**src/sv/ennc_pkg.sv**
```systemverilog
// shared types and constants for the euler number counter
`timescale 1ns / 1ps

package ennc_pkg;

  localparam int unsigned LABEL_W = 16;
  localparam int unsigned COLS_W  = 11;
  localparam int unsigned CFG_W   = 16;
  localparam int unsigned CNT_W   = 21;
  localparam int unsigned EUL_W   = 22;
  localparam int unsigned OUT_W   = 64;

  localparam logic [CNT_W-1:0] CNT_MAX = {CNT_W{1'b1}};

  // configuration register indexes
  localparam logic CFG_TARGET_LABEL = 1'b0;
  localparam logic CFG_FRAME_COLS   = 1'b1;

  localparam logic [LABEL_W-1:0] TARGET_RST = 16'd1;
  localparam logic [COLS_W-1:0]  COLS_RST   = 11'd1024;

  // control carried from the read stage into the corner stage
  typedef struct packed {
    logic valid;
    logic match;
    logic first_row;
    logic col_zero;
    logic last;
  } s2_ctl_t;

endpackage

```
**src/sv/euler_number_counter.sv**
```systemverilog
// top level: euler number of one labeled object over a raster pixel stream
`timescale 1ns / 1ps

// Takes one label per cycle in raster order and counts convex and concave
// 2x2 corner patterns of the pixels equal to target_label; the first row and
// first column of a frame never count. On the pixel marked by in_tlast one
// result leaves with the convex count, the concave count and their
// difference, and the frame state clears. Each pixel goes through two
// stages: the first reads the previous row's match bit from the line store
// (a registered read), the second tests the corner, updates the
// counters and writes the pixel's own match bit back. A pixel is taken every
// cycle; in_tready drops only while a finished frame result is still held in
// the output register and the next frame-end pixel waits behind it. Counters
// saturate at 2^21-1. Row width is frame_cols clamped to 2..MAX_COLS;
// configuration must be written only between frames; the block does not enforce it.

module euler_number_counter #(
  parameter int unsigned MAX_COLS   = 1024,
  parameter int unsigned LABEL_BITS = 16
) (
  input  logic                          clk,
  input  logic                          rst_n,
  input  logic                          in_tvalid,
  output logic                          in_tready,
  input  logic [ennc_pkg::LABEL_W-1:0]  in_tdata,   // pixel_label
  input  logic                          in_tlast,   // frame_end
  output logic                          out_tvalid,
  input  logic                          out_tready,
  output logic [ennc_pkg::OUT_W-1:0]    out_tdata,  // convex_count, concave_count, euler_value
  input  logic                          cfg_we,
  input  logic                          cfg_addr,
  input  logic [ennc_pkg::CFG_W-1:0]    cfg_wdata
);

  localparam int unsigned COL_W   = $clog2(MAX_COLS);
  localparam int unsigned WID_W   = COL_W + 1;
  localparam int unsigned CMP_W   = (WID_W > ennc_pkg::COLS_W) ? WID_W : ennc_pkg::COLS_W;
  localparam int unsigned MATCH_W = (LABEL_BITS < ennc_pkg::LABEL_W) ? LABEL_BITS
                                                                     : ennc_pkg::LABEL_W;
  localparam logic [CMP_W-1:0] MAX_COLS_C = CMP_W'(MAX_COLS);
  localparam logic [CMP_W-1:0] MIN_COLS_C = CMP_W'(2);

  logic [ennc_pkg::LABEL_W-1:0] target_r;
  logic [ennc_pkg::COLS_W-1:0]  cols_r;

  logic [COL_W-1:0]  col_r, col_nxt;
  logic              first_row_r, first_row_nxt;
  logic [CMP_W-1:0]  width_c;
  logic [CMP_W-1:0]  col_inc;
  logic              row_done;

  ennc_pkg::s2_ctl_t s2_r, s2_nxt;
  logic [COL_W-1:0]  s2_col_r;
  logic              s2_hold, s2_adv;
  logic              in_acc;
  logic              up_raw;
  logic              match;

  logic [ennc_pkg::CNT_W-1:0] convex_nxt, concave_nxt;
  logic [ennc_pkg::EUL_W-1:0] euler_c;
  logic                       out_valid_r;
  logic [ennc_pkg::OUT_W-1:0] out_data_r;

  // configuration
  always_ff @(posedge clk) begin
    if (!rst_n) begin
      target_r <= ennc_pkg::TARGET_RST;
      cols_r   <= ennc_pkg::COLS_RST;
    end else if (cfg_we) begin
      case (cfg_addr)
        ennc_pkg::CFG_TARGET_LABEL: target_r <= cfg_wdata;
        ennc_pkg::CFG_FRAME_COLS:   cols_r   <= cfg_wdata[ennc_pkg::COLS_W-1:0];
        default: ;
      endcase
    end
  end

  always_comb begin
    width_c = CMP_W'(cols_r);
    if (width_c < MIN_COLS_C) begin
      width_c = MIN_COLS_C;
    end else if (width_c > MAX_COLS_C) begin
      width_c = MAX_COLS_C;
    end
  end

  assign s2_hold   = s2_r.valid & s2_r.last & out_valid_r & ~out_tready;
  assign s2_adv    = s2_r.valid & ~s2_hold;
  assign in_tready = ~s2_hold;
  assign in_acc    = in_tvalid & in_tready;

  assign match   = (in_tdata[MATCH_W-1:0] == target_r[MATCH_W-1:0]);
  assign col_inc = CMP_W'(col_r) + 1'b1;
  assign row_done = (col_inc >= width_c);

  // read stage: column walk and line store read
  always_comb begin
    col_nxt       = col_r;
    first_row_nxt = first_row_r;
    if (in_tlast) begin
      col_nxt       = '0;
      first_row_nxt = 1'b1;
    end else if (row_done) begin
      col_nxt       = '0;
      first_row_nxt = 1'b0;
    end else begin
      col_nxt = col_inc[COL_W-1:0];
    end
    s2_nxt.valid     = in_acc;
    s2_nxt.match     = match;
    s2_nxt.first_row = first_row_r;
    s2_nxt.col_zero  = (col_r == '0);
    s2_nxt.last      = in_tlast;
  end

  always_ff @(posedge clk) begin
    if (!rst_n) begin
      col_r       <= '0;
      first_row_r <= 1'b1;
      s2_r        <= '0;
    end else begin
      if (in_acc) begin
        col_r       <= col_nxt;
        first_row_r <= first_row_nxt;
      end
      if (in_tready) begin
        s2_r <= s2_nxt;
      end
    end
  end

  always_ff @(posedge clk) begin
    if (in_acc) begin
      s2_col_r <= col_r;
    end
  end

  ennc_line_mem #(
    .MAX_COLS (MAX_COLS),
    .ADDR_W   (COL_W)
  ) u_line_mem (
    .clk     (clk),
    .rd_en   (in_acc),
    .rd_addr (col_r),
    .rd_data (up_raw),
    .wr_en   (s2_adv),
    .wr_addr (s2_col_r),
    .wr_data (s2_r.match)
  );

  ennc_corner u_corner (
    .clk         (clk),
    .rst_n       (rst_n),
    .ctl         (s2_r),
    .advance     (s2_adv),
    .up_raw      (up_raw),
    .convex_nxt  (convex_nxt),
    .concave_nxt (concave_nxt)
  );

  assign euler_c = {1'b0, convex_nxt} - {1'b0, concave_nxt};

  // result register, one transfer per frame
  always_ff @(posedge clk) begin
    if (!rst_n) begin
      out_valid_r <= 1'b0;
    end else if (s2_adv && s2_r.last) begin
      out_valid_r <= 1'b1;
    end else if (out_tready) begin
      out_valid_r <= 1'b0;
    end
  end

  always_ff @(posedge clk) begin
    if (s2_adv && s2_r.last) begin
      out_data_r <= {euler_c, concave_nxt, convex_nxt};
    end
  end

  assign out_tvalid = out_valid_r;
  assign out_tdata  = out_data_r;

endmodule

```
**src/sv/ennc_line_mem.sv**
```systemverilog
// one-bit line store of the previous row's matches, with a registered read
`timescale 1ns / 1ps

module ennc_line_mem #(
  parameter int unsigned MAX_COLS = 1024,
  parameter int unsigned ADDR_W   = $clog2(MAX_COLS)
) (
  input  logic              clk,
  input  logic              rd_en,
  input  logic [ADDR_W-1:0] rd_addr,
  output logic              rd_data,
  input  logic              wr_en,
  input  logic [ADDR_W-1:0] wr_addr,
  input  logic              wr_data
);

  logic mem [MAX_COLS];
  logic rd_data_r;

  always_ff @(posedge clk) begin
    if (wr_en) begin
      mem[wr_addr] <= wr_data;
    end
  end

  always_ff @(posedge clk) begin
    if (rd_en) begin
      rd_data_r <= mem[rd_addr];
    end
  end

  assign rd_data = rd_data_r;

endmodule

```
**src/sv/ennc_corner.sv**
```systemverilog
// corner test, neighbor bits and saturating corner counters
`timescale 1ns / 1ps

module ennc_corner (
  input  logic                      clk,
  input  logic                      rst_n,
  input  ennc_pkg::s2_ctl_t         ctl,
  input  logic                      advance,
  input  logic                      up_raw,
  output logic [ennc_pkg::CNT_W-1:0] convex_nxt,
  output logic [ennc_pkg::CNT_W-1:0] concave_nxt
);

  logic                       ul_r, ul_nxt;
  logic                       left_r, left_nxt;
  logic [ennc_pkg::CNT_W-1:0] convex_r, concave_r;
  logic                       up;
  logic                       hit;
  logic                       convex_hit, concave_hit;

  assign up  = ctl.first_row ? 1'b0 : up_raw;
  assign hit = ctl.match & ~ctl.first_row & ~ctl.col_zero & ~ul_r;
  assign convex_hit  = hit & ~up & ~left_r;
  assign concave_hit = hit & up & left_r;

  // counts including this pixel, saturating
  always_comb begin
    convex_nxt  = convex_r;
    concave_nxt = concave_r;
    if (convex_hit && convex_r != ennc_pkg::CNT_MAX) begin
      convex_nxt = convex_r + 1'b1;
    end
    if (concave_hit && concave_r != ennc_pkg::CNT_MAX) begin
      concave_nxt = concave_r + 1'b1;
    end
    ul_nxt   = up;
    left_nxt = ctl.match;
  end

  always_ff @(posedge clk) begin
    if (!rst_n) begin
      ul_r      <= 1'b0;
      left_r    <= 1'b0;
      convex_r  <= '0;
      concave_r <= '0;
    end else if (advance) begin
      if (ctl.last) begin
        // frame done, start the next one clean
        ul_r      <= 1'b0;
        left_r    <= 1'b0;
        convex_r  <= '0;
        concave_r <= '0;
      end else begin
        ul_r      <= ul_nxt;
        left_r    <= left_nxt;
        convex_r  <= convex_nxt;
        concave_r <= concave_nxt;
      end
    end
  end

endmodule

```
**config.mk**
```make
export PLATFORM = sky130hd
export DESIGN_NAME = euler_number_counter
export DESIGN_NICKNAME = d
export VERILOG_FILES = /design/src/sv/ennc_pkg.sv /design/src/sv/euler_number_counter.sv /design/src/sv/ennc_line_mem.sv /design/src/sv/ennc_corner.sv
export SDC_FILE = /design/constraint.sdc
export NUM_CORES = 2
export LEC_CHECK = 0
export BUFFER_PORTS_ARGS = -buffer_cell sky130_fd_sc_hd__buf_2
export CAP_MARGIN = 40
export CELL_PAD_IN_SITES_DETAIL_PLACEMENT = 1
export CELL_PAD_IN_SITES_GLOBAL_PLACEMENT = 1
export CORE_UTILIZATION = 30
export CTS_CLUSTER_DIAMETER = 50
export DETAILED_ROUTE_END_ITERATION = 6
export GPL_ROUTABILITY_DRIVEN = 0
export PLACE_DENSITY_LB_ADDON = 0.3
export SLEW_MARGIN = 10
export SYNTH_ARGS = -nofsm -noshare
export SYNTH_HDL_FRONTEND = slang
export SYNTH_HIERARCHICAL = 1
export SYNTH_SLANG_ARGS = --single-unit
export TNS_END_PERCENT = 20
```
**constraint.sdc**
```tcl
create_clock -name clk -period 17.9 [get_ports clk]
set_input_delay 1.79 -clock clk [delete_from_list [all_inputs] [get_ports clk]]
set_output_delay 1.79 -clock clk [all_outputs]
set_load 0.01 [all_outputs]
```
==> flow_summary.toml <==
[global_routing]
largest_net_degree_at_the_start_of_global_routing = 228
vias_in_the_first_global_route = 35660
global_route.overflow_total = 0
grt_util_all_layers_pct = 17.9
grt_pass1_wl_um = 241000
antenna_found_initial = 3

[clock_network]
cts-root-buf = "sky130_fd_sc_hd__clkbuf_16"
cts_inserted_buffers = 145
post_cts_resized = 0
cts_htree_levels = 4
cts_setup_buffers = 0
worstSkewPairLatency_ns = 0.79
worst_setup_hold_path_clk_slew_ns = 0.06
cts.sink_count = 1187
max-clock-path-buffers = 3
cts_hold_buf = 0
cts_tree = "built"

[worst_setup_path]
critical_path.endpoint_type = "flip-flop"
timing.critical_path.arrival_ns = 5.67
worst-path-buf-inv = 3
worst-r2r-setup-slack_ns = 12.70
crit_path_max_delay_family = "buffers and inverters"
setup.worst_path.start_class = "flip-flop"
crit_required_ns = 18.37
crit_path_frequent_cell = "sky130_fd_sc_hd__buf_4"
crit_fanout = 36
reg2reg_to = "u_line_mem/rd_data"
worst_path_max_delay_cell = "sky130_fd_sc_hd__dfxtp_4"
worst-path-stages = 11
timing.critical_path.slowest_cell_delay_ns = 0.77
startpoint_to_endpoint_class_of_the_critical_path = "flip-flop to flip-flop"
reg2reg_from = "col_r[0]"
worstPathCellList = "buf_4 -> buf_4 -> buf_4 -> mux4_2 -> mux4_2 -> mux2i_1 -> o21ai_0 -> nor2_1 -> nor3_1 -> nor4_1 -> o2111ai_1"
reg2regPathDepth = 11

[layout]
layout-area-overhead-vs-synth_pct = 15.1
fraction_of_final_layout_cells_with_drive_strength_greater_than_1_pct = 16.9
final_common_cell = "sky130_fd_sc_hd__edfxtp_1"
final_nets = 4188
most-common-layout-cells = "sky130_fd_sc_hd__edfxtp_1 (1099), sky130_fd_sc_hd__nor2_1 (1085), sky130_fd_sc_hd__nand2_1 (224), sky130_fd_sc_hd__mux4_2 (200), sky130_fd_sc_hd__clkbuf_16 (145)"
final_cell_count_no_fill = 6571

[place]
placedCellCount = 6304
preCtsSetupSlack_ns = 12.52
dpl.hpwl_um = 95900
io_buffers = 104

[timing]
fmax_ghz = 0.192
timing_hold_violations_final = 0
worst_skew_ns = 0.0566
slew-limit-headroom_pct = 23.2
rsz0062_at_grt = "false"
setup_ws_ns = 12.70
timing_worst_slew_pin_value_ns = 1.15
layout_worst_path_cycle_share_pct = 29.0
setup_viol = 0
finalSetupTns_ns = 0
timing_max_transition_violations_final = 0
finalWorstPathRequiredPeriod_ns = 5.20

[status]
outcome = "finished clean"

[die]
die_area_sq_um = 181000
placeableCoreArea_sq_um = 177000
core.rowCount = 154
boundaryPins = 105
die_w_um = 425
initial_core_util_pct = 30.3
die-height_um = 425

[routing]
drtAntennaViolNets = 0
wl_met2_um = 76600
maxUsedRoutingLayer = "met4"
drc = 0
met1_length_um = 73500
mean_number_of_vias_per_cell = 5.25
drt-initial-drc-count = 3152
dr_wl_met3_um = 8550
drt_first_pass_iters = 5
postRouteWirelength_um = 162000
detail_route.wl_per_cell_um = 24.7
vias = 34465

[logic_synthesis]
mappedNetlistArea_sq_um = 53700
synth-async-reset-ratio_pct = 0
ys_warn_count = 6
syn_nets = 4157
synth_sequential_area_ratio_pct = 64.8
synth-edff-count = 1099
post_synth_num_cell_types = 94
synth_flop_cell = "sky130_fd_sc_hd__edfxtp_1"
yosys_register_bits = 1187
synth_cells = 4081
average_footprint_of_a_synthesized_cell_sq_um = 13.1

[job]
cap_viol_max_count = 0

[pwr]
cellLeakagePower_nw = 17.1
peak_supply_drop_mv = 0.0840
power.density_cell_area_nw_per_um2 = 97.3

[worst_hold_path]
timing.hold.worst.start = "target_r[1]"
worstHoldEndpoint = "target_r[1]"
worst_hold_path.num_cells = 2
min-delay-path-class = "flip-flop to flip-flop"
==> how the worst max path moves through the flow <==
| stage | startpoint | endpoint |
|---|---|---|
| after floorplan | s2_r[3] | out_tdata[62] |
| after global placement | col_r[0] | u_line_mem/rd_data |
| after detailed placement | col_r[0] | u_line_mem/rd_data |
| after CTS | col_r[0] | u_line_mem/rd_data |
| after global routing | col_r[0] | u_line_mem/rd_data |
| final | col_r[0] | u_line_mem/rd_data |
==> routing by layer <==
| metal | vias up | global-route usage (%) |
|---|---|---|
| li1 | 15096 | - |
| met1 | 18293 | 25.0 |
| met2 | 882 | 29.1 |
| met3 | 194 | 2.60 |
| met4 | 0 | 4.66 |
| met5 | - | 0 |
==> cell usage after synthesis (all sizes together), types with 6 or more instances <==
cell type	instances	area, sq um
a22oi	18	135
mux2i	127	1270
inv	52	195
ha	36	450
nand4	32	200
nor3	46	230
clkbuf	229	882
a21o	8	60.1
nand3b	7	52.6
o21ai	38	194
a21oi	84	428
xnor2	55	482
o211ai	8	60.1
a31oi	27	169
and3	21	133
a211o	7	61.3
a2111oi	9	104
and2	17	106
nor4	20	155
nand3	77	390
nor2b	27	176
edfxtp	1099	33000
or3	16	100
o221ai	50	438
dfxtp	88	1760
o21a	7	52.6
nor3b	10	75.1
nand2	231	867
a21boi	33	248
nand2b	18	113
buf	122	768
a211oi	12	100
o31ai	6	45.0
xor2	21	184
mux4	214	4870
o22ai	33	206
nor2	1086	4080
and4	12	105
==> worst reg2reg max path, cell delays in order, from the launching register on <==
cell                        delay (ns)
sky130_fd_sc_hd__dfxtp_4          0.77
sky130_fd_sc_hd__buf_4            0.63
sky130_fd_sc_hd__buf_4            0.63
sky130_fd_sc_hd__buf_4            0.56
sky130_fd_sc_hd__mux4_2           0.59
sky130_fd_sc_hd__mux4_2           0.50
sky130_fd_sc_hd__mux2i_1          0.27
sky130_fd_sc_hd__o21ai_0          0.15
sky130_fd_sc_hd__nor2_1           0.17
sky130_fd_sc_hd__nor3_1           0.08
sky130_fd_sc_hd__nor4_1           0.33
sky130_fd_sc_hd__o2111ai_1        0.20
==> power breakdown <==
part / switching [W] / total, W / internal, W
Combinational: 0.0000864 / 0.000136 / 0.0000500
Sequential: 0.00000875 / 0.00300 / 0.00299
Clock: 0.00122 / 0.00288 / 0.00166
Total: 0.00131 / 0.00601 / 0.00470
==> cells by family after synthesis <==
family / count (synthesis) / share of synthesized area, %
compound gates: 384 / 5.04
xor+xnor: 76 / 1.24
fa+ha+maj: 37 / 0.877
buf+inv: 408 / 3.48
flops: 1187 / 64.8
mux: 346 / 11.6
simple gates: 1643 / 13.0
==> area by class of cell <==
type                    count  area [sq um]
fillers                 18698        115000
flip-flops and latches   1187         34800
multi-input cells        2486         17200
clock buffers             179          3770
well taps                2340          2930
repair buffers            236          2030
clock inverters            86           875
inverters                  56           210
diodes                      1          2.50
==> sequential cells by signal (all words and copies together) (netlist names), 5 cells and up <==
name and flops:
target_r 16, u_line_mem/mem 1024, u_corner/convex_r 21, col_r 10
cols_r 11, s2_r 5, s2_col_r 10, out_tdata 64
u_corner/concave_r 21
==> metrics by stage <==
step                      power [W]  hold WS [ns]  util [%]  instance area (sq um)
after CTS                   0.00609         0.480      34.9                  61800
after floorplan             0.00316         0.427         -                  53700
after detailed placement    0.00320         0.472      32.3                  57100
final                       0.00601         0.477      34.9                  61800
after global routing        0.00619         0.498      34.9                  61800
after global placement      0.00319         0.466      31.8                  56300
(Power assumes the default switching activity.)
